<file path="src/rtl/core/assert_macros.svh">
// assertion helpers used by rsp_dp
`ifndef ASSERT_MACROS_SVH
`define ASSERT_MACROS_SVH
`ifndef SYNTHESIS
`define RSP_ASSERT_IMP(lbl, clk, rst_n, ante, cons) \
    lbl: assert property (@(posedge clk) disable iff (!rst_n) (ante) |-> (cons)) \
        else $error("assertion failed");
`define RSP_ASSERT_NXT(lbl, clk, rst_n, ante, cons) \
    lbl: assert property (@(posedge clk) disable iff (!rst_n) (ante) |=> (cons)) \
        else $error("assertion failed");
`else
`define RSP_ASSERT_IMP(lbl, clk, rst_n, ante, cons)
`define RSP_ASSERT_NXT(lbl, clk, rst_n, ante, cons)
`endif
`endif

</file>
<file path="src/rtl/core/rsp_pkg.sv">
`default_nettype none
package rsp_pkg;
    typedef enum logic [4:0] {
        PH_IDLE, PH_SIMPLE, PH_ETYPE_FIRST, PH_ETYPE, PH_ESPACE, PH_EMSG,
        PH_INT_SIGN, PH_INT_FIRST, PH_INT_DIG, PH_BULK_FIRST, PH_BULK_DIG,
        PH_BULK_HLF, PH_BULK_DATA, PH_BULK_CR, PH_ARR_FIRST, PH_ARR_DIG,
        PH_NULL_ONE, PH_NULL_CR, PH_NULL_LF, PH_LF, PH_POP_CHK
    } t_phase;

    typedef enum logic [2:0] {
        NUM_ZERO, NUM_LEN, NUM_INT, NUM_ACC, NUM_NEG1
    } t_num_sel;

    localparam logic [2:0] EV_DATA = 3'd0;
    localparam logic [2:0] EV_END  = 3'd1;
    localparam logic [2:0] EV_INT  = 3'd2;
    localparam logic [2:0] EV_ARR  = 3'd3;
    localparam logic [2:0] EV_NULL = 3'd4;
    localparam logic [2:0] EV_ERR  = 3'd5;

    localparam logic [2:0] KIND_SIMPLE = 3'd0;
    localparam logic [2:0] KIND_BULK   = 3'd1;
    localparam logic [2:0] KIND_ERRSTR = 3'd2;
    localparam logic [2:0] KIND_INT    = 3'd3;
    localparam logic [2:0] KIND_ARRAY  = 3'd4;

    localparam logic [3:0] ERR_NONE     = 4'd0;
    localparam logic [3:0] ERR_TYPE     = 4'd1;
    localparam logic [3:0] ERR_NO_CR    = 4'd2;
    localparam logic [3:0] ERR_NO_LF    = 4'd3;
    localparam logic [3:0] ERR_NULL     = 4'd4;
    localparam logic [3:0] ERR_NO_DIG   = 4'd5;
    localparam logic [3:0] ERR_ETYPE    = 4'd6;
    localparam logic [3:0] ERR_ESPACE   = 4'd7;
    localparam logic [3:0] ERR_ESPACE2  = 4'd8;
    localparam logic [3:0] ERR_EMSG     = 4'd9;
    localparam logic [3:0] ERR_DEEP     = 4'd10;
    localparam logic [3:0] ERR_OVERFLOW = 4'd11;
    localparam logic [3:0] ERR_ZERO     = 4'd12;

    localparam logic [7:0] CH_PLUS  = 8'h2B;
    localparam logic [7:0] CH_DOLL  = 8'h24;
    localparam logic [7:0] CH_MINUS = 8'h2D;
    localparam logic [7:0] CH_COLON = 8'h3A;
    localparam logic [7:0] CH_STAR  = 8'h2A;
    localparam logic [7:0] CH_CR    = 8'h0D;
    localparam logic [7:0] CH_LF    = 8'h0A;
    localparam logic [7:0] CH_NUL   = 8'h00;
    localparam logic [7:0] CH_SP    = 8'h20;
    localparam logic [7:0] CH_ONE   = 8'h31;
    localparam logic [7:0] CH_ZERO  = 8'h30;
    localparam logic [7:0] CH_NINE  = 8'h39;

    localparam int ACC_W = 33;
    localparam int SUM_W = 37;
    localparam logic [SUM_W-1:0] INT_POS_MAX = 37'd2147483647;
    localparam logic [SUM_W-1:0] INT_NEG_MAX = 37'd2147483648;

    typedef struct packed {
        logic       clr;
        logic       kind_we;
        logic [2:0] kind;
        logic       neg_we;
        logic       neg_val;
        logic       acc_add;
        logic       slen_inc;
        logic       brem_load;
        logic       brem_dec;
        logic       push;
        logic       sp_clr;
        logic       sp_dec;
        logic       top_wb;
        logic       out_load;
        logic       out_set;
        logic       out_done;
        logic [2:0] ev;
        logic [7:0] data_byte;
        t_num_sel   num_sel;
        logic [3:0] err;
    } t_cmd;

    typedef struct packed {
        logic       is_digit;
        logic       int_ok;
        logic       len_ok;
        logic       slen_full;
        logic       brem_one;
        logic       acc_zero;
        logic       sp_zero;
        logic       sp_full;
        logic       sp_one;
        logic       top_one;
        logic       out_busy;
        logic [2:0] kind;
    } t_stat;
endpackage
`default_nettype wire

</file>
<file path="src/rtl/core/rsp_in_if.sv">
`default_nettype none
interface rsp_in_if;
    logic       valid;
    logic       ready;
    logic [7:0] in_byte;

    modport source (output valid, output in_byte, input ready);
    modport sink (input valid, input in_byte, output ready);
endinterface
`default_nettype wire

</file>
<file path="src/rtl/core/rsp_out_if.sv">
`default_nettype none
interface rsp_out_if;
    logic               valid;
    logic               ready;
    logic        [2:0]  event_res;
    logic        [2:0]  kind;
    logic        [7:0]  data_byte;
    logic signed [31:0] number;
    logic        [3:0]  nest_depth;
    logic               message_done;
    logic        [3:0]  error_code;

    modport source (output valid, output event_res, output kind, output data_byte,
                    output number, output nest_depth, output message_done,
                    output error_code, input ready);
    modport sink (input valid, input event_res, input kind, input data_byte,
                  input number, input nest_depth, input message_done,
                  input error_code, output ready);
endinterface
`default_nettype wire

</file>
<file path="src/rtl/core/resp_stream_parser.sv">
// a word that produces a result shows it in the cycle after it is accepted
// closing an item inside arrays holds its result while the count stack is popped for each array level it
// completes, and the enclosing level is decremented unless the whole message completes
// throughput: one word per cycle, but input stalls while a result waits to be taken or the stack is popped
// the count stack is popped one level per cycle through its registered read port
// synchronous active-low reset returns the parser to idle with an empty stack
`default_nettype none
module resp_stream_parser #(
    parameter int MAX_DEPTH   = 8,
    parameter int LENGTH_BITS = 32
) (
    input  wire logic i_clk,
    input  wire logic i_rst_n,
    rsp_in_if.sink    i_in,
    rsp_out_if.source o_out
);
    rsp_pkg::t_cmd  w_cmd;
    rsp_pkg::t_stat w_stat;
    logic           w_ready;
    logic           w_fire;

    assign i_in.ready = w_ready;
    assign w_fire     = i_in.valid && w_ready;

    rsp_ctrl u_ctrl (
        .i_clk      (i_clk),
        .i_rst_n    (i_rst_n),
        .i_fire     (w_fire),
        .i_byte     (i_in.in_byte),
        .i_stat     (w_stat),
        .o_cmd      (w_cmd),
        .o_in_ready (w_ready)
    );

    rsp_dp #(
        .MAX_DEPTH   (MAX_DEPTH),
        .LENGTH_BITS (LENGTH_BITS)
    ) u_dp (
        .i_clk   (i_clk),
        .i_rst_n (i_rst_n),
        .i_byte  (i_in.in_byte),
        .i_cmd   (w_cmd),
        .o_stat  (w_stat),
        .o_out   (o_out)
    );
endmodule
`default_nettype wire

</file>
<file path="src/rtl/core/rsp_ctrl.sv">
`default_nettype none
module rsp_ctrl (
    input  wire logic          i_clk,
    input  wire logic          i_rst_n,
    input  wire logic          i_fire,
    input  wire logic [7:0]    i_byte,
    input  wire rsp_pkg::t_stat i_stat,
    output rsp_pkg::t_cmd      o_cmd,
    output logic               o_in_ready
);
    rsp_pkg::t_phase r_phase;
    rsp_pkg::t_phase n_phase;
    logic            w_fail;
    logic [3:0]      w_err;
    logic            w_cr;
    logic            w_lf;
    logic            w_sp;
    logic            w_sign;
    logic            w_text_end;
    logic            w_finish;

    assign w_cr   = (i_byte == rsp_pkg::CH_CR);
    assign w_lf   = (i_byte == rsp_pkg::CH_LF);
    assign w_sp   = (i_byte == rsp_pkg::CH_SP);
    assign w_sign = (i_byte == rsp_pkg::CH_PLUS) || (i_byte == rsp_pkg::CH_MINUS);
    assign w_text_end = !(i_stat.kind == rsp_pkg::KIND_ARRAY) || i_stat.acc_zero;
    assign w_finish   = w_text_end;

    always_ff @(posedge i_clk) begin
        if (!i_rst_n) begin
            r_phase <= rsp_pkg::PH_IDLE;
        end else begin
            r_phase <= n_phase;
        end
    end

    // fault decode for the current word
    always_comb begin
        w_fail = 1'b0;
        w_err  = rsp_pkg::ERR_NONE;
        if (i_byte == rsp_pkg::CH_NUL) begin
            w_fail = 1'b1;
            w_err  = rsp_pkg::ERR_ZERO;
        end else begin
            unique case (r_phase)
                rsp_pkg::PH_IDLE: begin
                    if (!(i_byte == rsp_pkg::CH_PLUS || i_byte == rsp_pkg::CH_MINUS ||
                          i_byte == rsp_pkg::CH_DOLL || i_byte == rsp_pkg::CH_COLON ||
                          i_byte == rsp_pkg::CH_STAR)) begin
                        w_fail = 1'b1;
                        w_err  = rsp_pkg::ERR_TYPE;
                    end
                end
                rsp_pkg::PH_SIMPLE, rsp_pkg::PH_EMSG: begin
                    if (w_lf) begin
                        w_fail = 1'b1;
                        w_err  = rsp_pkg::ERR_NO_CR;
                    end else if (!w_cr && i_stat.slen_full) begin
                        w_fail = 1'b1;
                        w_err  = rsp_pkg::ERR_OVERFLOW;
                    end
                end
                rsp_pkg::PH_ETYPE_FIRST: begin
                    if (w_sp || w_cr || w_lf) begin
                        w_fail = 1'b1;
                        w_err  = rsp_pkg::ERR_ETYPE;
                    end else if (i_stat.slen_full) begin
                        w_fail = 1'b1;
                        w_err  = rsp_pkg::ERR_OVERFLOW;
                    end
                end
                rsp_pkg::PH_ETYPE: begin
                    if (w_cr || w_lf) begin
                        w_fail = 1'b1;
                        w_err  = rsp_pkg::ERR_ESPACE;
                    end else if (i_stat.slen_full) begin
                        w_fail = 1'b1;
                        w_err  = rsp_pkg::ERR_OVERFLOW;
                    end
                end
                rsp_pkg::PH_ESPACE: begin
                    if (w_sp) begin
                        w_fail = 1'b1;
                        w_err  = rsp_pkg::ERR_ESPACE2;
                    end else if (w_cr || w_lf) begin
                        w_fail = 1'b1;
                        w_err  = rsp_pkg::ERR_EMSG;
                    end else if (i_stat.slen_full) begin
                        w_fail = 1'b1;
                        w_err  = rsp_pkg::ERR_OVERFLOW;
                    end
                end
                rsp_pkg::PH_INT_SIGN, rsp_pkg::PH_INT_FIRST: begin
                    if (r_phase == rsp_pkg::PH_INT_SIGN && w_sign) begin
                        w_fail = 1'b0;
                    end else if (!i_stat.is_digit) begin
                        w_fail = 1'b1;
                        w_err  = rsp_pkg::ERR_NO_DIG;
                    end else if (!i_stat.int_ok) begin
                        w_fail = 1'b1;
                        w_err  = rsp_pkg::ERR_OVERFLOW;
                    end
                end
                rsp_pkg::PH_INT_DIG: begin
                    if (w_cr) begin
                        w_fail = 1'b0;
                    end else if (!i_stat.is_digit) begin
                        w_fail = 1'b1;
                        w_err  = rsp_pkg::ERR_NO_CR;
                    end else if (!i_stat.int_ok) begin
                        w_fail = 1'b1;
                        w_err  = rsp_pkg::ERR_OVERFLOW;
                    end
                end
                rsp_pkg::PH_BULK_FIRST, rsp_pkg::PH_ARR_FIRST: begin
                    if (i_byte == rsp_pkg::CH_MINUS) begin
                        w_fail = 1'b0;
                    end else if (!i_stat.is_digit) begin
                        w_fail = 1'b1;
                        w_err  = rsp_pkg::ERR_NO_DIG;
                    end else if (!i_stat.len_ok) begin
                        w_fail = 1'b1;
                        w_err  = rsp_pkg::ERR_OVERFLOW;
                    end
                end
                rsp_pkg::PH_BULK_DIG, rsp_pkg::PH_ARR_DIG: begin
                    if (w_cr) begin
                        w_fail = 1'b0;
                    end else if (!i_stat.is_digit) begin
                        w_fail = 1'b1;
                        w_err  = rsp_pkg::ERR_NO_CR;
                    end else if (!i_stat.len_ok) begin
                        w_fail = 1'b1;
                        w_err  = rsp_pkg::ERR_OVERFLOW;
                    end
                end
                rsp_pkg::PH_BULK_HLF, rsp_pkg::PH_NULL_LF: begin
                    if (!w_lf) begin
                        w_fail = 1'b1;
                        w_err  = rsp_pkg::ERR_NO_LF;
                    end
                end
                rsp_pkg::PH_BULK_DATA: begin
                    if (i_stat.slen_full) begin
                        w_fail = 1'b1;
                        w_err  = rsp_pkg::ERR_OVERFLOW;
                    end
                end
                rsp_pkg::PH_BULK_CR, rsp_pkg::PH_NULL_CR: begin
                    if (!w_cr) begin
                        w_fail = 1'b1;
                        w_err  = rsp_pkg::ERR_NO_CR;
                    end
                end
                rsp_pkg::PH_NULL_ONE: begin
                    if (i_byte != rsp_pkg::CH_ONE) begin
                        w_fail = 1'b1;
                        w_err  = rsp_pkg::ERR_NULL;
                    end
                end
                rsp_pkg::PH_LF: begin
                    if (!w_lf) begin
                        w_fail = 1'b1;
                        w_err  = rsp_pkg::ERR_NO_LF;
                    end else if (!w_finish && i_stat.sp_full) begin
                        w_fail = 1'b1;
                        w_err  = rsp_pkg::ERR_DEEP;
                    end
                end
                default: begin
                    w_fail = 1'b0;
                end
            endcase
        end
    end

    // next state
    always_comb begin
        n_phase = r_phase;
        if (r_phase == rsp_pkg::PH_POP_CHK) begin
            if (!i_stat.top_one || i_stat.sp_one) begin
                n_phase = rsp_pkg::PH_IDLE;
            end
        end else if (i_fire) begin
            if (w_fail) begin
                n_phase = rsp_pkg::PH_IDLE;
            end else begin
                unique case (r_phase)
                    rsp_pkg::PH_IDLE: begin
                        unique case (i_byte)
                            rsp_pkg::CH_PLUS:  n_phase = rsp_pkg::PH_SIMPLE;
                            rsp_pkg::CH_MINUS: n_phase = rsp_pkg::PH_ETYPE_FIRST;
                            rsp_pkg::CH_DOLL:  n_phase = rsp_pkg::PH_BULK_FIRST;
                            rsp_pkg::CH_COLON: n_phase = rsp_pkg::PH_INT_SIGN;
                            default:           n_phase = rsp_pkg::PH_ARR_FIRST;
                        endcase
                    end
                    rsp_pkg::PH_SIMPLE, rsp_pkg::PH_EMSG: begin
                        if (w_cr) begin
                            n_phase = rsp_pkg::PH_LF;
                        end
                    end
                    rsp_pkg::PH_ETYPE_FIRST: n_phase = rsp_pkg::PH_ETYPE;
                    rsp_pkg::PH_ETYPE: begin
                        if (w_sp) begin
                            n_phase = rsp_pkg::PH_ESPACE;
                        end
                    end
                    rsp_pkg::PH_ESPACE: n_phase = rsp_pkg::PH_EMSG;
                    rsp_pkg::PH_INT_SIGN: begin
                        n_phase = w_sign ? rsp_pkg::PH_INT_FIRST : rsp_pkg::PH_INT_DIG;
                    end
                    rsp_pkg::PH_INT_FIRST: n_phase = rsp_pkg::PH_INT_DIG;
                    rsp_pkg::PH_INT_DIG, rsp_pkg::PH_ARR_DIG: begin
                        if (w_cr) begin
                            n_phase = rsp_pkg::PH_LF;
                        end
                    end
                    rsp_pkg::PH_BULK_FIRST: begin
                        n_phase = (i_byte == rsp_pkg::CH_MINUS) ? rsp_pkg::PH_NULL_ONE
                                                                 : rsp_pkg::PH_BULK_DIG;
                    end
                    rsp_pkg::PH_ARR_FIRST: begin
                        n_phase = (i_byte == rsp_pkg::CH_MINUS) ? rsp_pkg::PH_NULL_ONE
                                                                 : rsp_pkg::PH_ARR_DIG;
                    end
                    rsp_pkg::PH_BULK_DIG: begin
                        if (w_cr) begin
                            n_phase = rsp_pkg::PH_BULK_HLF;
                        end
                    end
                    rsp_pkg::PH_BULK_HLF: begin
                        n_phase = i_stat.acc_zero ? rsp_pkg::PH_BULK_CR : rsp_pkg::PH_BULK_DATA;
                    end
                    rsp_pkg::PH_BULK_DATA: begin
                        if (i_stat.brem_one) begin
                            n_phase = rsp_pkg::PH_BULK_CR;
                        end
                    end
                    rsp_pkg::PH_BULK_CR: n_phase = rsp_pkg::PH_LF;
                    rsp_pkg::PH_NULL_ONE: n_phase = rsp_pkg::PH_NULL_CR;
                    rsp_pkg::PH_NULL_CR: n_phase = rsp_pkg::PH_NULL_LF;
                    rsp_pkg::PH_NULL_LF: begin
                        n_phase = i_stat.sp_zero ? rsp_pkg::PH_IDLE : rsp_pkg::PH_POP_CHK;
                    end
                    rsp_pkg::PH_LF: begin
                        n_phase = (w_finish && !i_stat.sp_zero) ? rsp_pkg::PH_POP_CHK
                                                                : rsp_pkg::PH_IDLE;
                    end
                    default: n_phase = rsp_pkg::PH_IDLE;
                endcase
            end
        end
    end

    // commands
    always_comb begin
        o_cmd         = '0;
        o_cmd.num_sel = rsp_pkg::NUM_ZERO;
        o_in_ready    = (r_phase != rsp_pkg::PH_POP_CHK) && !i_stat.out_busy;
        if (r_phase == rsp_pkg::PH_POP_CHK) begin
            if (!i_stat.top_one) begin
                o_cmd.top_wb  = 1'b1;
                o_cmd.out_set = 1'b1;
            end else begin
                o_cmd.sp_dec = 1'b1;
                if (i_stat.sp_one) begin
                    o_cmd.out_set  = 1'b1;
                    o_cmd.out_done = 1'b1;
                end
            end
        end else if (i_fire) begin
            if (w_fail) begin
                o_cmd.out_load = 1'b1;
                o_cmd.out_set  = 1'b1;
                o_cmd.ev       = rsp_pkg::EV_ERR;
                o_cmd.err      = w_err;
                o_cmd.sp_clr   = 1'b1;
                if (w_err == rsp_pkg::ERR_TYPE) begin
                    o_cmd.kind_we = 1'b1;
                    o_cmd.kind    = rsp_pkg::KIND_SIMPLE;
                end
            end else begin
                unique case (r_phase)
                    rsp_pkg::PH_IDLE: begin
                        o_cmd.clr     = 1'b1;
                        o_cmd.kind_we = 1'b1;
                        unique case (i_byte)
                            rsp_pkg::CH_PLUS:  o_cmd.kind = rsp_pkg::KIND_SIMPLE;
                            rsp_pkg::CH_MINUS: o_cmd.kind = rsp_pkg::KIND_ERRSTR;
                            rsp_pkg::CH_DOLL:  o_cmd.kind = rsp_pkg::KIND_BULK;
                            rsp_pkg::CH_COLON: o_cmd.kind = rsp_pkg::KIND_INT;
                            default:           o_cmd.kind = rsp_pkg::KIND_ARRAY;
                        endcase
                    end
                    rsp_pkg::PH_SIMPLE, rsp_pkg::PH_EMSG, rsp_pkg::PH_ETYPE_FIRST,
                    rsp_pkg::PH_ETYPE, rsp_pkg::PH_ESPACE, rsp_pkg::PH_BULK_DATA: begin
                        if (!w_cr || r_phase == rsp_pkg::PH_BULK_DATA ||
                            r_phase == rsp_pkg::PH_ETYPE_FIRST ||
                            r_phase == rsp_pkg::PH_ESPACE) begin
                            o_cmd.slen_inc  = 1'b1;
                            o_cmd.out_load  = 1'b1;
                            o_cmd.out_set   = 1'b1;
                            o_cmd.ev        = rsp_pkg::EV_DATA;
                            o_cmd.data_byte = i_byte;
                            o_cmd.brem_dec  = (r_phase == rsp_pkg::PH_BULK_DATA);
                        end
                    end
                    rsp_pkg::PH_INT_SIGN, rsp_pkg::PH_INT_FIRST, rsp_pkg::PH_INT_DIG,
                    rsp_pkg::PH_BULK_FIRST, rsp_pkg::PH_ARR_FIRST,
                    rsp_pkg::PH_BULK_DIG, rsp_pkg::PH_ARR_DIG: begin
                        if (r_phase == rsp_pkg::PH_INT_SIGN && w_sign) begin
                            o_cmd.neg_we  = 1'b1;
                            o_cmd.neg_val = (i_byte == rsp_pkg::CH_MINUS);
                        end else if (i_stat.is_digit) begin
                            o_cmd.acc_add = 1'b1;
                        end
                    end
                    rsp_pkg::PH_BULK_HLF: o_cmd.brem_load = 1'b1;
                    rsp_pkg::PH_NULL_LF: begin
                        o_cmd.out_load = 1'b1;
                        o_cmd.ev       = rsp_pkg::EV_NULL;
                        o_cmd.num_sel  = rsp_pkg::NUM_NEG1;
                        o_cmd.out_set  = i_stat.sp_zero;
                        o_cmd.out_done = i_stat.sp_zero;
                    end
                    rsp_pkg::PH_LF: begin
                        o_cmd.out_load = 1'b1;
                        if (i_stat.kind == rsp_pkg::KIND_INT) begin
                            o_cmd.ev      = rsp_pkg::EV_INT;
                            o_cmd.num_sel = rsp_pkg::NUM_INT;
                        end else if (i_stat.kind == rsp_pkg::KIND_ARRAY) begin
                            o_cmd.ev      = rsp_pkg::EV_ARR;
                            o_cmd.num_sel = rsp_pkg::NUM_ACC;
                        end else begin
                            o_cmd.ev      = rsp_pkg::EV_END;
                            o_cmd.num_sel = rsp_pkg::NUM_LEN;
                        end
                        if (w_finish) begin
                            o_cmd.out_set  = i_stat.sp_zero;
                            o_cmd.out_done = i_stat.sp_zero;
                        end else begin
                            o_cmd.out_set = 1'b1;
                            o_cmd.push    = 1'b1;
                        end
                    end
                    default: o_cmd.clr = 1'b0;
                endcase
            end
        end
    end
endmodule
`default_nettype wire

</file>
<file path="src/rtl/core/rsp_dp.sv">
`default_nettype none
`include "assert_macros.svh"
module rsp_dp #(
    parameter int MAX_DEPTH   = 8,
    parameter int LENGTH_BITS = 32
) (
    input  wire logic           i_clk,
    input  wire logic           i_rst_n,
    input  wire logic [7:0]     i_byte,
    input  wire rsp_pkg::t_cmd  i_cmd,
    output rsp_pkg::t_stat      o_stat,
    rsp_out_if.source           o_out
);
    localparam int AW  = (MAX_DEPTH > 1) ? $clog2(MAX_DEPTH) : 1;
    localparam int SPW = $clog2(MAX_DEPTH + 1);
    localparam int SW  = rsp_pkg::SUM_W;
    localparam logic [SW-1:0] LEN_MAX = (SW'(1) << (LENGTH_BITS - 1)) - SW'(1);

    logic [rsp_pkg::ACC_W-1:0] r_acc;
    logic                      r_neg;
    logic [2:0]                r_kind;
    logic [LENGTH_BITS-1:0]    r_brem;
    logic [LENGTH_BITS-1:0]    r_slen;
    logic [SPW-1:0]            r_sp;
    logic [SPW-1:0]            n_sp;
    logic [SPW-1:0]            w_rd_ptr;
    logic [SPW-1:0]            w_top_ptr;
    logic [LENGTH_BITS-1:0]    r_top;
    logic [LENGTH_BITS-1:0]    r_stack [2**AW];

    logic                      r_valid;
    logic [2:0]                r_event;
    logic [2:0]                r_okind;
    logic [7:0]                r_obyte;
    logic [31:0]               r_num;
    logic [3:0]                r_depth;
    logic                      r_done;
    logic [3:0]                r_err;

    logic [7:0]                w_dig;
    logic [SW-1:0]             w_sum;
    logic [SW-1:0]             w_ilim;
    logic [31:0]               w_num;
    logic [2:0]                w_kind;

    assign w_dig  = i_byte - rsp_pkg::CH_ZERO;
    assign w_sum  = {1'b0, r_acc, 3'b000} + {3'b000, r_acc, 1'b0} + SW'(w_dig[3:0]);
    assign w_ilim = r_neg ? rsp_pkg::INT_NEG_MAX : rsp_pkg::INT_POS_MAX;
    assign w_kind = i_cmd.kind_we ? i_cmd.kind : r_kind;

    always_comb begin
        case (i_cmd.num_sel)
            rsp_pkg::NUM_LEN:  w_num = 32'(r_slen);
            rsp_pkg::NUM_INT:  w_num = r_neg ? (32'd0 - r_acc[31:0]) : r_acc[31:0];
            rsp_pkg::NUM_ACC:  w_num = r_acc[31:0];
            rsp_pkg::NUM_NEG1: w_num = '1;
            default:           w_num = '0;
        endcase
    end

    always_comb begin
        n_sp = r_sp;
        if (i_cmd.sp_clr) begin
            n_sp = '0;
        end else if (i_cmd.push) begin
            n_sp = r_sp + SPW'(1);
        end else if (i_cmd.sp_dec) begin
            n_sp = r_sp - SPW'(1);
        end
    end

    assign w_rd_ptr  = n_sp - SPW'(1);
    assign w_top_ptr = r_sp - SPW'(1);

    always_comb begin
        o_stat           = '0;
        o_stat.is_digit  = (i_byte >= rsp_pkg::CH_ZERO) && (i_byte <= rsp_pkg::CH_NINE);
        o_stat.int_ok    = (w_sum <= w_ilim);
        o_stat.len_ok    = (w_sum <= LEN_MAX);
        o_stat.slen_full = (SW'(r_slen) >= LEN_MAX);
        o_stat.brem_one  = (r_brem == LENGTH_BITS'(1));
        o_stat.acc_zero  = (r_acc == '0);
        o_stat.sp_zero   = (r_sp == '0);
        o_stat.sp_full   = (r_sp >= SPW'(MAX_DEPTH));
        o_stat.sp_one    = (r_sp == SPW'(1));
        o_stat.top_one   = (r_top == LENGTH_BITS'(1));
        o_stat.out_busy  = r_valid;
        o_stat.kind      = r_kind;
    end

    always_ff @(posedge i_clk) begin
        if (!i_rst_n) begin
            r_acc  <= '0;
            r_neg  <= 1'b0;
            r_kind <= '0;
            r_brem <= '0;
            r_slen <= '0;
            r_sp   <= '0;
        end else begin
            r_sp <= n_sp;
            if (i_cmd.kind_we) begin
                r_kind <= i_cmd.kind;
            end
            if (i_cmd.clr) begin
                r_acc  <= '0;
                r_neg  <= 1'b0;
                r_brem <= '0;
                r_slen <= '0;
            end else begin
                if (i_cmd.neg_we) begin
                    r_neg <= i_cmd.neg_val;
                end
                if (i_cmd.acc_add) begin
                    r_acc <= w_sum[rsp_pkg::ACC_W-1:0];
                end
                if (i_cmd.slen_inc) begin
                    r_slen <= r_slen + LENGTH_BITS'(1);
                end
                if (i_cmd.brem_load) begin
                    r_brem <= r_acc[LENGTH_BITS-1:0];
                end else if (i_cmd.brem_dec) begin
                    r_brem <= r_brem - LENGTH_BITS'(1);
                end
            end
        end
    end

    // stack of remaining element counts
    always_ff @(posedge i_clk) begin
        if (i_cmd.push) begin
            r_stack[r_sp[AW-1:0]] <= r_acc[LENGTH_BITS-1:0];
        end else if (i_cmd.top_wb) begin
            r_stack[w_top_ptr[AW-1:0]] <= r_top - LENGTH_BITS'(1);
        end
        r_top <= r_stack[w_rd_ptr[AW-1:0]];
    end

    always_ff @(posedge i_clk) begin
        if (!i_rst_n) begin
            r_valid <= 1'b0;
        end else if (i_cmd.out_set) begin
            r_valid <= 1'b1;
        end else if (o_out.ready) begin
            r_valid <= 1'b0;
        end
    end

    always_ff @(posedge i_clk) begin
        if (i_cmd.out_load) begin
            r_event <= i_cmd.ev;
            r_okind <= w_kind;
            r_obyte <= i_cmd.data_byte;
            r_num   <= w_num;
            r_depth <= 4'(r_sp);
            r_err   <= i_cmd.err;
        end
        if (i_cmd.out_set) begin
            r_done <= i_cmd.out_done;
        end
    end

    assign o_out.valid        = r_valid;
    assign o_out.event_res    = r_event;
    assign o_out.kind         = r_okind;
    assign o_out.data_byte    = r_obyte;
    assign o_out.number       = r_num;
    assign o_out.nest_depth   = r_depth;
    assign o_out.message_done = r_done;
    assign o_out.error_code   = r_err;

    `RSP_ASSERT_IMP(a_push_room, i_clk, i_rst_n, i_cmd.push, r_sp < SPW'(MAX_DEPTH))
    `RSP_ASSERT_IMP(a_pop_nonempty, i_clk, i_rst_n, i_cmd.sp_dec || i_cmd.top_wb, r_sp != '0)
    `RSP_ASSERT_IMP(a_no_overwrite, i_clk, i_rst_n, i_cmd.out_set, !r_valid)
    `RSP_ASSERT_NXT(a_push_depth, i_clk, i_rst_n, i_cmd.push && !i_cmd.sp_clr,
                    r_sp != '0 && r_valid)
endmodule
`default_nettype wire

</file>
<file path="src/flat_wrapper.sv">
// flat-port wrapper written by rule: the top's interface ports become plain ports
module resp_stream_parser_flat 
#(
    parameter int MAX_DEPTH   = 8,
    parameter int LENGTH_BITS = 32
)
  (i_clk, i_rst_n, i_in_valid, i_in_in_byte, i_in_ready, o_out_valid, o_out_event_res, o_out_kind, o_out_data_byte, o_out_number, o_out_nest_depth, o_out_message_done, o_out_error_code, o_out_ready);
  rsp_in_if i_in_i ();
  rsp_out_if o_out_i ();
  input  wire logic i_clk;
  input  wire logic i_rst_n;
  input wire logic [$bits(i_in_i.valid)-1:0] i_in_valid;
  input wire logic [$bits(i_in_i.in_byte)-1:0] i_in_in_byte;
  output wire logic [$bits(i_in_i.ready)-1:0] i_in_ready;
  output wire logic [$bits(o_out_i.valid)-1:0] o_out_valid;
  output wire logic [$bits(o_out_i.event_res)-1:0] o_out_event_res;
  output wire logic [$bits(o_out_i.kind)-1:0] o_out_kind;
  output wire logic [$bits(o_out_i.data_byte)-1:0] o_out_data_byte;
  output wire logic [$bits(o_out_i.number)-1:0] o_out_number;
  output wire logic [$bits(o_out_i.nest_depth)-1:0] o_out_nest_depth;
  output wire logic [$bits(o_out_i.message_done)-1:0] o_out_message_done;
  output wire logic [$bits(o_out_i.error_code)-1:0] o_out_error_code;
  input wire logic [$bits(o_out_i.ready)-1:0] o_out_ready;
  assign i_in_i.valid = i_in_valid;
  assign i_in_i.in_byte = i_in_in_byte;
  assign i_in_ready = i_in_i.ready;
  assign o_out_valid = o_out_i.valid;
  assign o_out_event_res = o_out_i.event_res;
  assign o_out_kind = o_out_i.kind;
  assign o_out_data_byte = o_out_i.data_byte;
  assign o_out_number = o_out_i.number;
  assign o_out_nest_depth = o_out_i.nest_depth;
  assign o_out_message_done = o_out_i.message_done;
  assign o_out_error_code = o_out_i.error_code;
  assign o_out_i.ready = o_out_ready;
  resp_stream_parser #(.MAX_DEPTH(MAX_DEPTH), .LENGTH_BITS(LENGTH_BITS)) u_core (.i_clk(i_clk), .i_rst_n(i_rst_n), .i_in(i_in_i), .o_out(o_out_i));
endmodule
</file>
<file path="config.mk">
export PLATFORM = sky130hd
export DESIGN_NAME = resp_stream_parser_flat
export DESIGN_NICKNAME = d
export VERILOG_FILES = /design/src/rtl/core/rsp_pkg.sv /design/src/rtl/core/rsp_in_if.sv /design/src/rtl/core/rsp_out_if.sv /design/src/rtl/core/resp_stream_parser.sv /design/src/rtl/core/rsp_ctrl.sv /design/src/rtl/core/rsp_dp.sv /design/src/flat_wrapper.sv
export VERILOG_INCLUDE_DIRS = /design/src /design/src/rtl/core
export SDC_FILE = /design/constraint.sdc
export NUM_CORES = 1
export LEC_CHECK = 0
export CAP_MARGIN = 25
export CORE_ASPECT_RATIO = 0.6
export CORE_MARGIN = 3
export CORE_UTILIZATION = 45
export CTS_BUF_LIST = sky130_fd_sc_hd__clkbuf_4 sky130_fd_sc_hd__clkbuf_8
export CTS_CLUSTER_SIZE = 12
export DETAILED_ROUTE_END_ITERATION = 10
export DONT_BUFFER_PORTS = 1
export GPL_TIMING_DRIVEN = 1
export PLACE_DENSITY_LB_ADDON = 0.1
export SKIP_LAST_GASP = 1
export SYNTH_ARGS = -nofsm -noshare
export SYNTH_HDL_FRONTEND = slang
export SYNTH_SLANG_ARGS = --single-unit
</file>
<file path="constraint.sdc">
create_clock -name i_clk -period 26.2 [get_ports i_clk]
set_clock_uncertainty 0.1 [all_clocks]
set_input_delay 1.31 -clock i_clk [delete_from_list [all_inputs] [get_ports i_clk]]
set_output_delay 1.31 -clock i_clk [all_outputs]
set_load 0.1 [all_outputs]
</file>
; ---- Word-level counts from Yosys, hierarchy flattened
; Memory sizes are Yosys's and may differ from the RTL's. A register that Yosys moved wholly into a read port is not among the register bits.
; Index checks and enable logic that the tools add are counted.
; Widths: inputs -> output; s select.
[classes]
add_sub_neg = 10
n_mux = 129
n_lt_le_gt_ge = 6
eq_ne = 45
n_reduce_logical = 48
n_bitwise = 5
[ops]
columns = op, count
row1 = $mux 32, 5
row2 = $pmux 32 s4, 1
row3 = $mux 4, 28
row4 = $pmux 5 s17, 1
row5 = $eq 32x1->1 const B, 2
row6 = $sub 32x1->32 const B, 2
row7 = $mux 5, 12
row8 = $pmux 4 s14, 1
row9 = $mux 1, 51
row10 = $eq 8x6->1 const B, 6
row11 = $eq 5x4->1 const B, 8
row12 = $add 36x34->37, 1
row13 = $add 37x4->37, 1
row14 = $le 37x31->1 const B, 1
row15 = $le 37x32->1, 1
row16 = $logic_not 33->1, 1
row17 = $add 32x1->32 const B, 1
row18 = $ge 32x31->1 const B, 1
row19 = $reduce_or 32->1, 1
row20 = $sub 1x32->32 const A, 1
row21 = $mux 13, 2
row22 = $eq 5x5->1 const B, 5
row23 = $mux 21, 1
row24 = $eq 5x3->1 const B, 4
row25 = 45 further kinds, 105
[word_totals]
ff_bits = 166
input_bits = 12
word_cells = 260
memories = 1
mem_bits_rw = 256
[mem_list]
columns = name, words, width, read_ports, rd_clocked_by_memory_dff, wr, line
row1 = u_core.u_dp.r_stack, 8, 32, 1, 1, 1, rsp_dp.sv:29  ; logic [LENGTH_BITS-1:0] r_stack [2**AW];

; ---- Logic depth before layout (Yosys ltp)
[depth]
ltp_word = 18
depth_mapped = 31

; ---- Modules after synthesis
; A second synthesis with hierarchy kept.
[unflattened]
hier_cells = 2089
hier_area_um2 = 24008.0
[modules_own_cells]
columns = module, n_inst, area_each_um2, cells_each, seq_area_each_um2
row1 = rsp_dp, 1, 22207.5, 1805, 12101.6
row2 = rsp_ctrl, 1, 1794.2, 283, 100.1
row3 = resp_stream_parser, 1, 6.3, 1, 0.0

; ---- Worst setup path before layout
; OpenSTA, ideal clock, no wires.
[synth_path]
kind = input-to-reg
startpoint = input port i_in_in_byte[3]
endpoint = register u_core.u_dp.r_obyte[0] (netlist: u_core.u_dp.o_out.data_byte[0]), enable pin
setup_time_ns = 0.498
path_slack_ns = 16.345
t_arrival_ns = 9.257
cell_stages = 24
required_ns = 25.602
cell_sequence = inv_1 > fa_1 > inv_1 > fa_1 > a21o_1 > a221oi_4 > a2bb2oi_1 > nand2b_1 > a21o_1 > a21oi_1 > xnor2_1 > ha_1 > nand4_1 > or2_2 > or4_1 > o221a_2 > nor2_1 > inv_1 > o22ai_1 > or2_4 > buf_2 > nor3_2 > buf_2 > a31oi_1
[synth_rtl]
columns = item, line
row1 = start: declaration, flat_wrapper.sv:13  ; input wire logic [$bits(i_in_i.in_byte)-1:0] i_in_in_byte;
row2 = end signal: assignment, rsp_dp.sv:152  ; r_obyte <= i_cmd.data_byte;
row3 = end: declaration, rsp_dp.sv:34  ; logic [7:0] r_obyte;

; ---- Worst setup path after layout
[layout_path]
startpoint = register u_core.u_dp.r_acc[0] in the netlist's numbering
endpoint = register u_core.u_dp.r_top[19], read port of u_core.u_dp.r_stack
[layout_between]
elab_chain_len = 14
elab_cells_between_ends = 29
cone_classes = add/sub: 3 / order compare: 2 / mux: 20 / reduce/logical: 4
[layout_rtl]
columns = item, line
row1 = start: declaration, rsp_dp.sv:19  ; logic [rsp_pkg::ACC_W-1:0] r_acc;
row2 = start signal: assignment, rsp_dp.sv:114  ; r_acc <= w_sum[rsp_pkg::ACC_W-1:0];
row3 = $add 36x34->37 *, rsp_dp.sv:47  ; assign w_sum = {1'b0, r_acc, 3'b000} + {3'b000, r_acc, 1'b0} + SW'(w_dig[3:0]);
row4 = $add 37x4->37 *, rsp_dp.sv:47
row5 = named net u_core.u_dp.w_sum[29], rsp_dp.sv:41  ; logic [SW-1:0] w_sum;
row6 = $le 37x31->1 or $le 37x32->1 (tied branches), "rsp_dp.sv:79, rsp_dp.sv:78"
row7 = "$mux 1, on equally long branches", --
row8 = "$mux 1, on equally long branches", "rsp_ctrl.sv:118, rsp_ctrl.sv:107"
row9 = "$mux 1, on equally long branches", --
row10 = $pmux 1 s14 *, rsp_ctrl.sv:45  ; unique case (r_phase)
row11 = $mux 1 *, rsp_ctrl.sv:41  ; if (i_byte == rsp_pkg::CH_NUL) begin
row12 = $mux 7, rsp_ctrl.sv:273  ; if (w_fail) begin
row13 = $mux 13 *, rsp_ctrl.sv:272  ; end else if (i_fire) begin
row14 = $mux 13 *, rsp_ctrl.sv:261  ; if (r_phase == rsp_pkg::PH_POP_CHK) begin
row15 = $mux 4, rsp_dp.sv:65  ; end else if (i_cmd.push) begin
row16 = $mux 4 *, rsp_dp.sv:63  ; if (i_cmd.sp_clr) begin
row17 = $sub 3x1->3 *, rsp_dp.sv:72  ; assign w_rd_ptr = n_sp - SPW'(1);
row18 = end: declaration, rsp_dp.sv:28  ; logic [LENGTH_BITS-1:0] r_top;
; Mark *: on every way through the listed nets, which the timed path passes. The rest lies on a longest branch.
; A chain may end at the register's enable or synchronous reset.

==> results.md <==
- Clock power frac: 0.390
- IO Port Bufs: 0
- Root buf cell: clkbuf_8
- I/O pins: 69
- Register Area: 12200 µm²
- Pre-antenna DRT Iters: 6
- Unrepaired setup endpoints after global routing: no
- Post-synth EDFFs: 311
- Endpoint type of the worst setup path: flip-flop
- Outcome: complete, no violations
- CTS tree: built
- Type of the most critical hold path: reg2reg
- Core Area: 53110 µm²
- Syn avg cell area: 11.09 µm²
- Initial drt markers: 2332
- Gate power share: 0.057
- Initial antenna violation count: 1
- Netlist cell types: 98
- Initial core utilization: 0.4595
- CP Max Fanout: 64
- Layout cell share with drive strength beyond 1: 0.1362
- Total gr overflow: 0
- Post-layout min period: 9.415 ns
- Sw frac: 0.2959
- Design Power: 1.627 mW
- Yosys warns: 0
- Kind of critical path: reg2reg
- Vias after detailed routing: 18590
- Vias per inst: 6.301
- Routed wire per std cell: 25.03 µm
- Fraction of registers with async set/reset: 0
- Startpoint Class: flip-flop
- Max_slew headroom: 0.2864
- Syn nets: 2322
- Worst Path Required: 26.62 ns
- Final setup violating endpoints: 0
- H-tree level count: 3
- Worst path most repeated cell: inv_1
- Worst slew pin tran: 1.070 ns
- Flop-to-flop setup slack: 16.79 ns
- Die ar.: 57150 µm²
- F_max: 106.2 MHz
- Top cell type's share of synthesized area: 0.3827
- Reg2reg path depth: 28
- Die height: 186.4 µm
- Final TNS setup: 0 ns
- GR Util All Layers: 0.2562
- Int Power: 1.145 mW
- Reg2reg start: u_core.u_dp.r_acc[0]$_SDFFE_PP0P_
- Top cells by area, synth: edfxtp_1 (38%), dfxtp_1 (12%), mux4_2 (5.9%)
- Slowest cell delay on critical path: 0.79 ns
- Max cap viols: 0
- Post_cts resized: 0
- Post-Syn Area: 24400 µm²
- Synth area leader: edfxtp_1
- Final HPWL DP: 51.20 mm
- Pin count of the biggest net entering global routing: 67
- Final net count: 2312
- CTS Buf Count: 71
- FF+latch count, synth: 454
- Pwr/cell area: 61.25 nW/µm²
- DRC viols: 0
- CP arrival: 9.84 ns
- Reg2Reg Capture Point: u_core.u_dp.r_top[19]$_DFF_P_
- # Post-CTS Setup Buffers: 0
- Switching pwr: 481.3 µW
- Die Width: 306.6 µm
- Clock Path Buffers: 3
- Worst Setup EP: u_core.u_dp.r_top[19]$_DFF_P_
- N_diodes: 0
- Placed Area: 25060 µm²
- Area of the multi-input gates: 11420 µm²
- Area delta synth->final: 8.840%
- Gpl congestion: 0.9481
- Fin. max-slew vios: 0
- Flop pwr share: 0.553
- Filler Cell Count: 4717
- Hold-fix buffers, CTS: 0
- Clock latency on the worst-skew pair: 0.65 ns
- Design Area, Final: 26560 µm²
- Peak supply drop: 37.77 µV
- Vias in the first global route: 17410
- Synth Flop Type: edfxtp_1
- Leak: 10.33 nW
- Clock Sinks: 454
- Final Util: 0.5001
- Crit. Startpoint: u_core.u_dp.r_acc[0]$_SDFFE_PP0P_
- Tcrit/Tclk final: 0.3594
- First-pass GRT wire length: 111.4 mm
- Sequential area share after synthesis: 0.5000
- Final Routed Wirelength: 73.83 mm
- Cells after synthesis: 2201
- Std-Cell Rows: 65
- Clk slew on worst S/H paths: 0.06 ns
- Final Hold Vio Count: 0
- Antenna-violating nets left: 0
- Slowest CP cell: nor3_2
[cell type report]
cell class / instances / area share
Clock inverter: 11 / 0.002874
Timing Repair Buffer: 45 / 0.01300
Inverter: 59 / 0.008338
Sequential cell: 454 / 0.4595
Clock buffer: 118 / 0.05338
Tap cell: 703 / 0.03312
Multi-Input combinational cell: 1560 / 0.4298
[metal layers]
layer,wire (µm),vias to the layer above,global-route usage
met5,0,-,0
met4,1274,0,0.05641
met3,7833,91,0.07862
met2,28030,912,0.3212
met1,36700,9210,0.4204
li1,-,8375,-
[worst max-delay path: cells and delay by family (launching register included)]
family | cells | cell delay (ns)
buffers and inverters | 4 | 1.03
AOI/OAI and AO/OA | 7 | 1.80
and+or+nand+nor | 10 | 3.19
DFF | 1 | 0.64
muxes | 2 | 0.74
adders and majority gates | 4 | 1.48
xor gates and xnor gates | 1 | 0.17
[cell usage in the layout (no fill, tap or decap), types with 54 or more instances in the layout]
master / n
o21ai_0: 123
mux4_2: 64
clkbuf_8: 85
ha_1: 106
xnor2_1: 73
nor2_1: 155
a21oi_1: 127
edfxtp_1: 311
dfxtp_1: 142
inv_1: 59
nand2_1: 190
nor3_1: 54
nand3_1: 68
[registers in the layout (all words and copies together), names as in the netlist]
signal and cells:
u_core.u_dp.o_out.kind 3, u_core.u_dp.o_out.valid 1, u_core.u_dp.o_out.error_code 4, u_core.u_dp.o_out.nest_depth 4
u_core.u_dp.o_out.number 32, u_core.u_dp.r_sp 4, u_core.u_dp.r_brem 32, u_core.u_ctrl.r_phase 5
u_core.u_dp.r_stack 256, u_core.u_dp.r_slen 32, u_core.u_dp.r_neg 1, u_core.u_dp.o_out.event_res 3
u_core.u_dp.r_acc 33, u_core.u_dp.r_kind 3, u_core.u_dp.o_out.data_byte 8, u_core.u_dp.o_out.message_done 1
u_core.u_dp.r_top 32
[worst min path at each step]
stage | to | startpoint | cells past startpoint
after detailed placement | u_core.u_dp.r_brem[28]$_SDFFE_PP0P_ | u_core.u_dp.r_brem[28]$_SDFFE_PP0P_ | 2
after global routing | u_core.u_dp.r_brem[28]$_SDFFE_PP0P_ | u_core.u_dp.r_brem[28]$_SDFFE_PP0P_ | 2
after CTS | u_core.u_dp.r_brem[28]$_SDFFE_PP0P_ | u_core.u_dp.r_brem[28]$_SDFFE_PP0P_ | 2
after global placement | u_core.u_dp.r_brem[28]$_SDFFE_PP0P_ | u_core.u_dp.r_brem[28]$_SDFFE_PP0P_ | 2
after floorplan | u_core.u_dp.o_out.nest_depth[2]$_DFFE_PP_ | u_core.u_dp.r_sp[2]$_SDFF_PN0_ | 0
final | u_core.u_dp.r_brem[28]$_SDFFE_PP0P_ | u_core.u_dp.r_brem[28]$_SDFFE_PP0P_ | 2
[cell families after synthesis]
kind of cell               count (synthesis)  share of synthesized area
AOI/OAI and AO/OA                        486                     0.1308
adders and majority gates                109                    0.05650
muxes                                    136                    0.09050
xor gates and xnor gates                 102                    0.03738
buffers and inverters                    187                    0.03487
and+or+nand+nor                          727                     0.1499
DFF                                      454                     0.5000
[power by group through the flow]
stage                     Sequential [mW]  Combinational [mW]  Clock [mW]
after detailed placement            0.915              0.0914           0
after global placement              0.917              0.0872           0
after global routing                0.901               0.100       0.683
after floorplan                     0.913              0.0601           0
final                               0.900              0.0931       0.634
after CTS                           0.900              0.0918       0.648
[metrics by stage]
| step | setup slack [ns] | hold WS (ns) | cells |
|---|---|---|---|
| floorplan | 16.35 | 0.3064 | 2201 |
| global placement | 16.66 | 0.3618 | 2818 |
| detailed placement | 16.36 | 0.3692 | 2820 |
| CTS | 16.93 | 0.3788 | 2949 |
| global route | 16.46 | 0.4000 | 2950 |
| finish | 16.79 | 0.3789 | 2950 |
[cell usage after synthesis (all sizes together) (17+ instances only)]
master	instances
a21o	23
a21oi	129
a221oi	19
a31oi	17
and2	37
and3	31
buf	50
clkbuf	78
dfxtp	143
edfxtp	311
ha	107
inv	59
mux2	37
mux2i	35
mux4	64
nand2	190
nand2b	17
nand3	69
nand4	28
nor2	156
nor3	57
nor4	49
o211ai	18
o21ai	126
o22ai	25
or3	28
xnor2	74
xor2	28
No activity file was read; power rests on OpenSTA's default activity.
